$ cat src/rtl/core/ccr_pkg.sv
package ccr_pkg;

  localparam int MAX_STEPS_DEF = 64;
  localparam int MIN_STEPS     = 4;
  localparam int VW            = 66;   // working width of signed intermediates

  typedef logic signed [VW-1:0] val_t;

  typedef enum logic [4:0] {
    OP_NONE, OP_SQX, OP_SQY, OP_RT1, OP_RT2, OP_QDIV, OP_UMUL, OP_UDIV,
    OP_M1, OP_M2, OP_M3, OP_M4, OP_D4, OP_M5, OP_D5, OP_M6, OP_D6
  } op_t;

  typedef enum logic [4:0] {
    ST_IDLE, ST_START, ST_SQX, ST_SQY, ST_RT1, ST_RT2, ST_CHECK, ST_Q,
    ST_U_MUL, ST_U_DIV, ST_M1, ST_M2, ST_M3, ST_M4, ST_D4, ST_M5, ST_D5,
    ST_M6, ST_D6, ST_EMIT, ST_EMIT_P2
  } state_t;

  typedef struct packed {
    op_t        op;
    logic       start;
    logic       load;
    logic       i_clr;
    logic       i_inc;
    logic       emit;
    logic       emit_p2;
    logic       p2_deg;
    logic [1:0] k;
    logic       axis;
  } cmd_t;

  typedef struct packed {
    logic done;
    logic small_n;
    logic deg;
    logic i_last;
  } sts_t;

  function automatic val_t sext32(input logic signed [31:0] v);
    sext32 = {{(VW-32){v[31]}}, v};
  endfunction

  function automatic logic [VW-1:0] abs_val(input val_t v);
    abs_val = v[VW-1] ? -v : v;
  endfunction

  function automatic logic [31:0] sat32(input val_t v);
    if (v > val_t'(64'sh7fffffff)) begin
      sat32 = 32'h7fffffff;
    end else if (v < -val_t'(64'sh80000000)) begin
      sat32 = 32'h80000000;
    end else begin
      sat32 = v[31:0];
    end
  endfunction

endpackage

$ cat src/rtl/core/ccr_ctrl.sv
module ccr_ctrl (
  input  logic          clk,
  input  logic          rst_n,
  input  logic          in_valid,
  output logic          in_ready,
  output logic          out_valid,
  input  logic          out_ready,
  output ccr_pkg::cmd_t cmd,
  input  ccr_pkg::sts_t sts
);
  import ccr_pkg::*;

  state_t     state_r, state_nxt;
  logic       issued_r, issued_nxt;
  logic [1:0] k_r, k_nxt;
  logic       axis_r, axis_nxt;
  logic       ov_r, ov_nxt;
  logic       adv, out_free;

  always_ff @(posedge clk) begin
    if (!rst_n) begin
      state_r  <= ST_IDLE;
      issued_r <= 1'b0;
      k_r      <= '0;
      axis_r   <= 1'b0;
      ov_r     <= 1'b0;
    end else begin
      state_r  <= state_nxt;
      issued_r <= issued_nxt;
      k_r      <= k_nxt;
      axis_r   <= axis_nxt;
      ov_r     <= ov_nxt;
    end
  end

  always_comb begin
    state_nxt  = state_r;
    issued_nxt = issued_r;
    k_nxt      = k_r;
    axis_nxt   = axis_r;
    ov_nxt     = ov_r & ~out_ready;
    out_free   = ~ov_r | out_ready;
    in_ready   = 1'b0;
    adv        = 1'b0;
    cmd        = '0;
    cmd.k      = k_r;
    cmd.axis   = axis_r;

    unique case (state_r)
      ST_SQX:   cmd.op = OP_SQX;
      ST_SQY:   cmd.op = OP_SQY;
      ST_RT1:   cmd.op = OP_RT1;
      ST_RT2:   cmd.op = OP_RT2;
      ST_Q:     cmd.op = OP_QDIV;
      ST_U_MUL: cmd.op = OP_UMUL;
      ST_U_DIV: cmd.op = OP_UDIV;
      ST_M1:    cmd.op = OP_M1;
      ST_M2:    cmd.op = OP_M2;
      ST_M3:    cmd.op = OP_M3;
      ST_M4:    cmd.op = OP_M4;
      ST_D4:    cmd.op = OP_D4;
      ST_M5:    cmd.op = OP_M5;
      ST_D5:    cmd.op = OP_D5;
      ST_M6:    cmd.op = OP_M6;
      ST_D6:    cmd.op = OP_D6;
      default:  cmd.op = OP_NONE;
    endcase

    // kick the unit once, then hold the op until it reports done
    if (cmd.op != OP_NONE) begin
      if (!issued_r) begin
        cmd.start  = 1'b1;
        issued_nxt = 1'b1;
      end else if (sts.done) begin
        issued_nxt = 1'b0;
        adv        = 1'b1;
      end
    end

    unique case (state_r)
      ST_IDLE: begin
        in_ready = 1'b1;
        if (in_valid) begin
          cmd.load  = 1'b1;
          state_nxt = ST_START;
        end
      end
      ST_START: begin
        k_nxt = '0;
        state_nxt = sts.small_n ? ST_EMIT_P2 : ST_SQX;
      end
      ST_SQX: if (adv) state_nxt = ST_SQY;
      ST_SQY: if (adv) state_nxt = ST_RT1;
      ST_RT1: if (adv) state_nxt = ST_RT2;
      ST_RT2: begin
        if (adv) begin
          if (k_r == 2'd2) begin
            state_nxt = ST_CHECK;
          end else begin
            k_nxt     = k_r + 2'd1;
            state_nxt = ST_SQX;
          end
        end
      end
      ST_CHECK: begin
        k_nxt     = '0;
        axis_nxt  = 1'b0;
        state_nxt = sts.deg ? ST_EMIT_P2 : ST_Q;
      end
      ST_Q: begin
        if (adv) begin
          axis_nxt = ~axis_r;
          if (axis_r) begin
            if (k_r == 2'd2) begin
              cmd.i_clr = 1'b1;
              state_nxt = ST_U_MUL;
            end else begin
              k_nxt = k_r + 2'd1;
            end
          end
        end
      end
      ST_U_MUL: if (adv) state_nxt = ST_U_DIV;
      ST_U_DIV: begin
        if (adv) begin
          axis_nxt  = 1'b0;
          state_nxt = ST_M1;
        end
      end
      ST_M1: if (adv) state_nxt = ST_M2;
      ST_M2: if (adv) state_nxt = ST_M3;
      ST_M3: if (adv) state_nxt = ST_M4;
      ST_M4: if (adv) state_nxt = ST_D4;
      ST_D4: if (adv) state_nxt = ST_M5;
      ST_M5: if (adv) state_nxt = ST_D5;
      ST_D5: if (adv) state_nxt = ST_M6;
      ST_M6: if (adv) state_nxt = ST_D6;
      ST_D6: begin
        if (adv) begin
          if (axis_r) begin
            state_nxt = ST_EMIT;
          end else begin
            axis_nxt  = 1'b1;
            state_nxt = ST_M1;
          end
        end
      end
      ST_EMIT: begin
        if (out_free) begin
          cmd.emit = 1'b1;
          ov_nxt   = 1'b1;
          if (sts.i_last) begin
            state_nxt = ST_IDLE;
          end else begin
            cmd.i_inc = 1'b1;
            state_nxt = ST_U_MUL;
          end
        end
      end
      ST_EMIT_P2: begin
        if (out_free) begin
          cmd.emit    = 1'b1;
          cmd.emit_p2 = 1'b1;
          cmd.p2_deg  = ~sts.small_n;
          ov_nxt      = 1'b1;
          state_nxt   = ST_IDLE;
        end
      end
      default: state_nxt = ST_IDLE;
    endcase
  end

  assign out_valid = ov_r;

endmodule

$ cat config.mk
export PLATFORM = sky130hd
export DESIGN_NAME = ccr_ctrl
export DESIGN_NICKNAME = d
export VERILOG_FILES = /design/src/rtl/core/ccr_pkg.sv /design/src/rtl/core/ccr_ctrl.sv
export SDC_FILE = /design/constraint.sdc
export NUM_CORES = 1
export LEC_CHECK = 0
export ABC_AREA = 0
export BUFFER_PORTS_ARGS = -buffer_cell sky130_fd_sc_hd__buf_2
export CELL_PAD_IN_SITES_DETAIL_PLACEMENT = 0
export CELL_PAD_IN_SITES_GLOBAL_PLACEMENT = 2
export CORE_UTILIZATION = 29
export CTS_BUF_LIST = sky130_fd_sc_hd__clkbuf_4
export DETAILED_ROUTE_END_ITERATION = 12
export GPL_ROUTABILITY_DRIVEN = 0
export PLACE_DENSITY_LB_ADDON = 0.1
export SETUP_SLACK_MARGIN = 0.5
export SLEW_MARGIN = 10
export SYNTH_ARGS = -nofsm -noshare
export SYNTH_HDL_FRONTEND = slang
export SYNTH_SLANG_ARGS = --single-unit
export TNS_END_PERCENT = 100
$ cat constraint.sdc
create_clock -name clk -period 2.5 [get_ports clk]
set_input_delay 0.125 -clock clk [delete_from_list [all_inputs] [get_ports clk]]
set_output_delay 0.125 -clock clk [all_outputs]
set_load 0.03 [all_outputs]
# Word level (Yosys, flattened, before mapping)
# Memory sizes are Yosys's and may differ from the RTL's. A register that Yosys moved wholly into a read port is not among the register bits.
# Cells that the tools add are included.
totals:
  ff_bits: 10
  rom_bits: 160
  in_bits: 8
  out_inout_bits: 17
  word_cells: 124
  mem_count: 1
mem_list:
  columns: ["name", "depth", "width", "rd", "rd_clocked_by_memory_dff", "write_ports", "line_no", "text"]
  rows:
  - ["(name not given)", 32, 5, 1, 1, 0, "ccr_ctrl.sv:49", "unique case (state_r)"]
classes:
  addsub: 1
  eq_ne: 42
  muxes: 60
  bitwise_logic: 6
  n_reduce_logical: 9
ops:
  columns: ["op", "count"]
  rows:
  - ["5-bit 2-to-1 mux", 26]
  - ["5-bit case mux with 21 select lines", 1]
  - ["2-bit inequality test, second input constant", 21]
  - ["5-bit by 4-bit == test with 1-bit output, second input constant", 8]
  - ["5-bit == test, second input constant", 5]
  - ["1-bit 2-to-1 mux", 21]
  - ["21-bit AND reduction", 1]
  - ["5-bit by 3-bit == test with 1-bit output, second input constant", 4]
  - ["2-bit 2-to-1 mux", 6]
  - ["5-bit by 2-bit == test with 1-bit output, second input constant", 2]
  - ["4-bit AND reduction", 2]
  - ["3-bit 2-to-1 mux", 2]
  - ["2-bit case mux with 3 select lines", 1]
  - ["5-bit by 1-bit == test with 1-bit output, second input constant", 1]
  - ["5-bit zero test", 1]
  - ["5-bit nonzero test", 1]
  - ["4-bit 2-to-1 mux", 1]
  - ["1-bit NOT", 4]
  - ["1-bit case mux with 4 select lines", 1]
  - ["4-bit nonzero test", 1]
  - ["2-bit OR reduction", 2]
  - ["3-bit nonzero test", 1]
  - ["2-bit by 1-bit adder with 2-bit output, second input constant", 1]
  - ["2-bit == test, second input constant", 1]
  - ["other kinds (3)", 3]

# Logic depth before layout (Yosys ltp)
# Gate-level depths: netlist (run 1).
depth:
  word_depth: 7
  depth_mapped: 13
  ltp_nobuf: 13

# Worst setup path after synthesis (run 1)
# No wires, ideal clock.
synth_path:
  path_kind: "reg-to-reg"
  start: "register k_r[0]"
  end: "register, netlist name cmd[13]"
  setup_time_ps: 115
  arrival_ps: 2600
  t_required_ps: 2385
  slack_ps: -215
  stages_incl_launch_ff: 13
  path_buffers: 0
  synth_period_minus_slack_ps: 2715
  cell_sequence: "dfxtp_1 -> inv_1 -> ha_1 -> nand2_1 -> or3b_2 -> o221a_4 -> nand2_1 -> o21ai_0 -> nor2_1 -> inv_1 -> ha_1 -> a22o_1 -> and2_1"
synth_between:
  elab_chain_cells: 6
  elab_cells_between_ends: 8
  cone_classes: "eq/ne: 2; mux: 5; reduce/logical: 1"
synth_rtl:
  columns: ["element", "line_no", "text"]
  rows:
  - ["from (decl)", "ccr_ctrl.sv:15", "logic [1:0] k_r, k_nxt;"]
  - ["from (signal assigned)", "ccr_ctrl.sv:30", "k_r <= k_nxt;"]
  - ["2-bit == test (*)", "ccr_ctrl.sv:97, ccr_ctrl.sv:114", null]
  - ["3-bit 2-to-1 mux", "ccr_ctrl.sv:97", "if (k_r == 2'd2) begin"]
  - ["5-bit 2-to-1 mux", "ccr_ctrl.sv:96", "if (adv) begin"]
  - ["5-bit case mux with 21 select lines", "ccr_ctrl.sv:80", "unique case (state_r)"]
  - ["5-bit 2-to-1 mux (no line) (*) (2 in series)", null, null]
# Every way passes the cells marked *; elsewhere a longest branch is shown, timed or not. The select of a mux whose other input is x is not followed.
# A chain may end at the register's enable or synchronous reset.

# Final worst setup path (run 1)
layout_path:
  start: "register, netlist name cmd[12]"
  end: "register, netlist name cmd[11]"
layout_between:
  elab_chain_cells: 6
  elab_cells_between_ends: 21
  cone_classes: "eq/ne: 16; mux: 3; reduce/logical: 2"
layout_rtl:
  columns: ["element", "line_no", "text"]
  rows:
  - ["5-bit nonzero test (*)", "ccr_ctrl.sv:70", "if (cmd.op != OP_NONE) begin"]
  - ["1-bit 2-to-1 mux (*)", "ccr_ctrl.sv:70", null]
  - ["2-bit inequality test (no line)", null, null]
  - ["21-bit AND reduction (no line) (*)", null, null]
  - ["5-bit 2-to-1 mux (no line) (*) (2 in series)", null, null]
# Every way passes the cells marked *; elsewhere a longest branch is shown, timed or not.

==> results.py, run 1 <==
metrics = {
    "setup_path": {
        "cp-startpoint": "cmd[12]",
        "r2r.worst_path.cells": 10,
        "regToRegSetupSlack_ns": 0.1,
        "critPathMaxFanout": 3,
        "worst_setup_path_endpoint": "cmd[11]",
        "worstSetupPathType": "reg2reg",
        "critPathLaunchType": "flip-flop",
        "critical_register_to_register_path_startpoint": "cmd[12]",
        "crit_path_end_kind": "flip-flop",
        "rr_endpoint": "cmd[11]",
        "worst-endpoint-required_ns": 2.66,
        "cp_data_arrival_time_ns": 2.56,
    },
    "synthesis": {
        "synthesis.nets": 178,
        "postSynth.topFlopCell": "sky130_fd_sc_hd__dfxtp_1",
        "synth_cell_types": 56,
        "syn_area_mm2": 0.001289,
        "synth_cells": 163,
        "synth-edff-count": 0,
        "syn-mean-instance-area_um2": 7.906,
        "ys_async_sr_fraction_pct": 0,
        "synth-seq-cells": 15,
        "synth-seq-area-share_pct": 23.30,
        "yosys_warnings": 0,
    },
    "grt": {
        "grt_first_pass_wirelength_um": 6568,
        "grt-ovfl-total": 0,
        "grt_start_max_net_pins": 20,
        "gr-usage-all-layers_pct": 19.10,
        "grt_antenna_before_repair": 0,
        "first_global_vias": 1347,
    },
    "route": {
        "detail_route.iter0.violations": 118,
        "vias": 1486,
        "route.detailed.wl_per_inst_um": 15.73,
        "ant_nets": 0,
        "wl_um": 4325,
        "remaining_routing_drc_violations": 0,
        "route.detailed.vias_per_inst": 5.404,
        "drtPass1Iterations": 4,
    },
    "timing": {
        "grt_setup_unrepaired": "yes",
        "finalMaxSlewViolations": 0,
        "final_period_minus_worst_setup_slack_ns": 2.401,
        "skew_ns": 0.008657,
        "tightestPinTransition_ns": 0.4835,
        "setup-violations-final": 0,
        "timing.slew.headroom_pct": 67.73,
        "hold_violation_count_in_the_final_report": 0,
        "maxClockFrequency_mhz": 416.6,
        "min_period_over_period_pct": 96.03,
        "post-route-worst-setup-slack_ns": 0.09934,
    },
    "clock_network": {
        "clkTransAtPathRegs_ns": 0.10,
        "cts_sinks": 15,
        "tritoncts": "done",
        "cts.path.max_buffers": 2,
        "clock_insertion_delay_worst_skew_ns": 0.29,
        "root_buffer": "sky130_fd_sc_hd__clkbuf_4",
        "holdBufCountCts": 0,
        "cts_max_level": 1,
        "numCtsBuffers": 3,
    },
    "die": {
        "placementRows": 23,
        "die_width_um": 68.66,
        "die-height_um": 68.66,
        "floorplan_die_area_mm2": 0.004714,
        "num_io_pins": 25,
        "floorplan.core_area_mm2": 0.004144,
        "initial_core_utilization_pct": 31.10,
    },
    "run_status": {
        "run_status": "completed",
    },
    "final_layout": {
        "synthToLayoutAreaGrowth_pct": 60.49,
        "antenna_cells": 0,
        "finish.cell_count_without_fillers": 275,
        "final_nets": 241,
        "drive_gt1_share_pct": 55.11,
    },
    "power": {
        "power-per-cell-area_mw_per_mm2": 1458,
        "p_leak_nw": 0.8676,
        "peakVddDrop_uv": 871.4,
    },
    "placed_design": {
        "dp_worst_setup_slack_ns": -0.04401,
        "port-buffer-count": 24,
        "place.detailed.instances": 252,
        "detailed_place_hpwl_um": 3104,
    },
    "hold_path": {
        "holdCritPathClass": "in2reg",
    },
    "flow_run": {
        "maxCapViolCount": 0,
    },
}
-- flip-flops by register name (all words and copies together) (netlist names) --
name,flops
k_r,2
issued_r,1
state_r,5
out_valid,1
cmd,5
axis_r,1
-- layout by cell type, fill, tap and decap left out, types with 3 or more instances in the layout --
| master | Yosys | routed |
|---|---|---|
| sky130_fd_sc_hd__dfxtp_1 | 15 | 6 |
| sky130_fd_sc_hd__ha_4 | 0 | 4 |
| sky130_fd_sc_hd__nor2_1 | 10 | 8 |
| sky130_fd_sc_hd__nand2b_1 | 5 | 5 |
| sky130_fd_sc_hd__buf_4 | 2 | 36 |
| sky130_fd_sc_hd__nand2_1 | 9 | 8 |
| sky130_fd_sc_hd__o21ai_1 | 1 | 3 |
| sky130_fd_sc_hd__nand3_1 | 4 | 3 |
| sky130_fd_sc_hd__ha_1 | 7 | 3 |
| sky130_fd_sc_hd__dfxtp_4 | 0 | 3 |
| sky130_fd_sc_hd__buf_6 | 0 | 7 |
| sky130_fd_sc_hd__nor2b_1 | 4 | 4 |
| sky130_fd_sc_hd__inv_4 | 0 | 3 |
| sky130_fd_sc_hd__buf_2 | 3 | 23 |
| sky130_fd_sc_hd__dfxtp_2 | 0 | 6 |
| sky130_fd_sc_hd__inv_1 | 12 | 9 |
| sky130_fd_sc_hd__clkbuf_4 | 0 | 4 |
| sky130_fd_sc_hd__nor4_2 | 0 | 4 |
| sky130_fd_sc_hd__nor3_1 | 5 | 4 |
| sky130_fd_sc_hd__a21oi_1 | 16 | 15 |
-- report_power, final --
part	total, W	switching, W	internal (W)	leakage [nW]
logic	0.00243	0.00125	0.00118	0.722
clock network	0.000158	0.0000848	0.0000728	0.0184
registers	0.000426	0.0000871	0.000339	0.127
total	0.00301	0.00142	0.00159	0.868
-- area by class of cell --
type,instances,area [um2]
Inverter,13,56.30
Timing Repair Buffer,68,504.2
Sequential cell,15,319.1
Clock buffer,4,30.03
Multi-Input combinational cell,125,1096
Tap cell,50,62.56
Fill cell,411,2076
-- per-stage QoR --
step | hold WS, ns | power, W | area (um2) | TNS (ns) | utilization (%)
CTS | 0.1365 | 0.002581 | 1849 | 0 | 44.63
global placement | 0.4485 | 0.002143 | 1687 | 0 | 40.70
detailed placement | 0.4448 | 0.002169 | 1687 | -0.04401 | 40.70
floorplan | 0.2466 | 0.001573 | 1340 | -0.08369 | -
global route | 0.1394 | 0.003245 | 2068 | -0.01026 | 49.91
finish | 0.1508 | 0.003015 | 2068 | 0 | 49.91
-- how the worst min path moves through the flow --
| stage | start | to | slack [ns] | depth (start not counted) |
|---|---|---|---|---|
| finish | rst_n | issued_r | 0.15 | 2 |
| global route | rst_n | issued_r | 0.14 | 2 |
| CTS | rst_n | issued_r | 0.14 | 2 |
| detailed placement | rst_n | issued_r | 0.44 | 2 |
| global placement | rst_n | issued_r | 0.45 | 2 |
| floorplan | rst_n | cmd[13] | 0.25 | 1 |
-- what timing repair did --
action                                  CTS  global route
buffers inserted                          9            10
endpoints found under the setup margin   10            12
resized for setup                        18            32
hold endpoints to repair                  0             0
pin swaps                                11            20
-- synth_stat cells (all sizes together), types with 2 or more instances --
master | instances | area, um2
clkbuf | 4 | 15.01
a21oi | 18 | 105.1
inv | 13 | 48.79
o21a | 2 | 22.52
nor2b | 4 | 25.02
a221oi | 2 | 17.52
a21o | 2 | 15.01
buf | 6 | 33.77
and3 | 2 | 12.51
o22ai | 3 | 18.77
dfxtp | 15 | 300.3
nand2 | 9 | 33.78
nand3 | 4 | 20.02
a22oi | 2 | 15.01
o21ai | 7 | 35.03
or2 | 2 | 12.51
nor3 | 6 | 41.29
nand2b | 5 | 31.28
a31oi | 2 | 12.51
mux2i | 2 | 20.02
ha | 7 | 87.58
nor3b | 3 | 22.52
or3 | 2 | 12.51
nor2 | 10 | 37.54
and2 | 3 | 18.77
o32ai | 2 | 25.03
or3b | 2 | 17.52
nor4 | 6 | 37.54
-- routing by layer --
| metal | global-route usage [%] | wire length [um] |
|---|---|---|
| met3 | 3.454 | 164 |
| met5 | 0 | 0 |
| met1 | 26.25 | 2000 |
| met2 | 31.99 | 2147 |
| met4 | 1.563 | 12 |
-- worst max-delay path: stages (launching register included) --
cell,delay [ns]
sky130_fd_sc_hd__dfxtp_4,0.35
sky130_fd_sc_hd__or4_4,0.55
sky130_fd_sc_hd__o211ai_4,0.24
sky130_fd_sc_hd__and3_4,0.26
sky130_fd_sc_hd__nor4_4,0.05
sky130_fd_sc_hd__a21oi_2,0.14
sky130_fd_sc_hd__and2_4,0.20
sky130_fd_sc_hd__inv_4,0.05
sky130_fd_sc_hd__ha_4,0.15
sky130_fd_sc_hd__mux2i_2,0.17
sky130_fd_sc_hd__o32ai_2,0.12
-- logic make-up after synthesis --
group | synth area share [%]
xor+xnor | 0.6797
mux | 2.427
simple gates | 27.38
flops | 23.30
fa+ha+maj | 6.796
buf+inv | 7.571
compound gates | 31.85
No activity file was read; power rests on OpenSTA's default activity.
==> run 2: changes to the inputs <==
--- a/config.mk
+++ b/config.mk
@@ -9,7 +9,7 @@
 export BUFFER_PORTS_ARGS = -buffer_cell sky130_fd_sc_hd__buf_2
 export CELL_PAD_IN_SITES_DETAIL_PLACEMENT = 0
 export CELL_PAD_IN_SITES_GLOBAL_PLACEMENT = 2
-export CORE_UTILIZATION = 29
+export CORE_UTILIZATION = 33
 export CTS_BUF_LIST = sky130_fd_sc_hd__clkbuf_4
 export DETAILED_ROUTE_END_ITERATION = 12
 export GPL_ROUTABILITY_DRIVEN = 0
==> constraint.sdc (replaced) <==
create_clock -name clk -period 2.6 [get_ports clk]
set_input_delay 0.13 -clock clk [delete_from_list [all_inputs] [get_ports clk]]
set_output_delay 0.13 -clock clk [all_outputs]
set_load 0.03 [all_outputs]
==> results.py, run 2 (same netlist as run 1, synthesis figures left out) <==
metrics = {
    "power": {
        "p_leak_nw": 0.8180,
        "peakVddDrop_uv": 718.1,
        "power-per-cell-area_mw_per_mm2": 1362,
    },
    "clock_network": {
        "cts.path.max_buffers": 2,
        "clock_insertion_delay_worst_skew_ns": 0.29,
        "cts_sinks": 15,
        "root_buffer": "sky130_fd_sc_hd__clkbuf_4",
        "tritoncts": "done",
        "holdBufCountCts": 0,
        "cts_max_level": 1,
        "numCtsBuffers": 3,
        "clkTransAtPathRegs_ns": 0.10,
    },
    "timing": {
        "finalMaxSlewViolations": 0,
        "post-route-worst-setup-slack_ns": 0.1901,
        "tightestPinTransition_ns": 0.4330,
        "maxClockFrequency_mhz": 415.0,
        "fin_worst_hold_slack_ns": 0.1491,
        "min_period_over_period_pct": 92.69,
        "grt_setup_unrepaired": "yes",
        "setup-violations-final": 0,
        "skew_ns": 0.01043,
        "final_period_minus_worst_setup_slack_ns": 2.410,
        "timing.slew.headroom_pct": 70.91,
        "hold_violation_count_in_the_final_report": 0,
        "fin_setup_tns_ns": 0,
    },
    "die": {
        "initial_core_utilization_pct": 34.68,
        "die_width_um": 64.49,
        "floorplan_die_area_mm2": 0.004159,
        "num_io_pins": 25,
        "floorplan.core_area_mm2": 0.003716,
        "die-height_um": 64.49,
        "placementRows": 22,
    },
    "final_layout": {
        "fillCellCount": 358,
        "finalCoreUtilization_pct": 51.31,
        "synthToLayoutAreaGrowth_pct": 47.96,
        "multi_input_area_mm2": 0.001032,
        "antenna_cells": 0,
        "drive_gt1_share_pct": 50.92,
        "final_cell_area_mm2": 0.001907,
        "mostFrequentLayoutCell": "sky130_fd_sc_hd__buf_4",
        "final-seq-area_um2": 322.8,
        "mostFrequentLayoutCells": "sky130_fd_sc_hd__buf_4 (36), sky130_fd_sc_hd__buf_2 (23), sky130_fd_sc_hd__a21oi_1 (15), sky130_fd_sc_hd__inv_1 (10), sky130_fd_sc_hd__nor2_1 (9)",
        "final_nets": 234,
    },
    "grt": {
        "grt_start_max_net_pins": 11,
        "grt_first_pass_wirelength_um": 6472,
        "gr-usage-all-layers_pct": 19.83,
        "grt-ovfl-total": 0,
        "first_global_vias": 1417,
        "grt_antenna_before_repair": 0,
    },
    "route": {
        "ant_nets": 0,
        "route.detailed.vias_per_inst": 5.440,
        "remaining_routing_drc_violations": 0,
        "route.detailed.wl_per_inst_um": 15.59,
        "drtPass1Iterations": 6,
        "detail_route.iter0.violations": 102,
        "vias": 1447,
        "wl_um": 4148,
    },
    "run_status": {
        "run_status": "completed",
    },
    "flow_run": {
        "maxCapViolCount": 0,
    },
    "hold_path": {
        "holdCritPathClass": "in2reg",
        "worst_hold_path.endpoint": "issued_r",
        "worstHoldStart": "rst_n",
        "timing.hold.worst_path_depth": 2,
    },
    "placed_design": {
        "dpl_cell_area_mm2": 0.001647,
        "detailed_place_hpwl_um": 3007,
        "dp_worst_setup_slack_ns": 0.03246,
        "port-buffer-count": 24,
    },
    "setup_path": {
        "critical_register_to_register_path_startpoint": "cmd[14]",
        "critPathMaxFanout": 4,
        "crit_path_end_kind": "flip-flop",
        "worst-endpoint-required_ns": 2.80,
        "cpMaxStageDelayCell": "sky130_fd_sc_hd__or4_4",
        "cp_data_arrival_time_ns": 2.61,
        "family_of_cells_with_the_greatest_summed_delay_on_the_critical_path": "simple AND/OR/NAND/NOR gates",
        "regToRegSetupSlack_ns": 0.19,
        "worstSetupPathType": "reg2reg",
        "crit_path_cell_chain": "or4_4 -> o211ai_4 -> and3_4 -> o21ai_2 -> o21ai_4 -> nor2_2 -> buf_4 -> ha_1 -> inv_1 -> mux2i_1 -> o31ai_1",
        "critical_path_depth": 11,
        "critical_path.max_stage_delay_ns": 0.55,
        "r2r.worst_path.cells": 11,
        "worstPathBufferInverterCount": 2,
        "rr_endpoint": "cmd[10]",
        "critPathLaunchType": "flip-flop",
    },
}
## run 2: cell count changes in the layout (fill, tap and decap cells not counted), sizes merged
cell | before | now
buf | 68 | 61
## run 2: repair_timing
item | CTS | global route
pin swaps | 8 | 9
endpoints found under the setup margin | 5 | 9
resized for setup | 16 | 21
buffers inserted | 8 | 4
## run 2: how the worst max path moves through the flow
stage	start	end
2_1_floorplan	cmd[12]	cmd[11]
3_3_place_gp	state_r[1]	cmd[13]
3_5_place_dp	state_r[2]	cmd[11]
4_1_cts	cmd[14]	cmd[10]
5_1_grt	state_r[3]	cmd[10]
6_report	cmd[14]	cmd[10]
## run 2: cell type report
type	count	area share (%)
flip-flops and latches	15	16.93
multi-input cells	125	54.13
inverters	13	2.822
repair buffers	61	21.39
well taps	48	3.150
clock buffers	4	1.575
## run 2: layer usage
metal | GRT usage [%] | wire length, um
met1 | 23.79 | 1795
met2 | 35.26 | 2116
met3 | 1.408 | 112
met4 | 10.00 | 123
met5 | 0 | 0
## run 2: stage by stage
step	std cells	total power (W)
CTS	262	0.002370
detailed placement	250	0.002038
global route	266	0.002777
global placement	250	0.002014
floorplan	163	0.001507
finish	266	0.002596
## run 2: report_power, final
group	internal, W	switching, W
logic	0.000938	0.00110
clock network	0.0000700	0.0000812
registers	0.000328	0.0000805
total	0.00134	0.00126
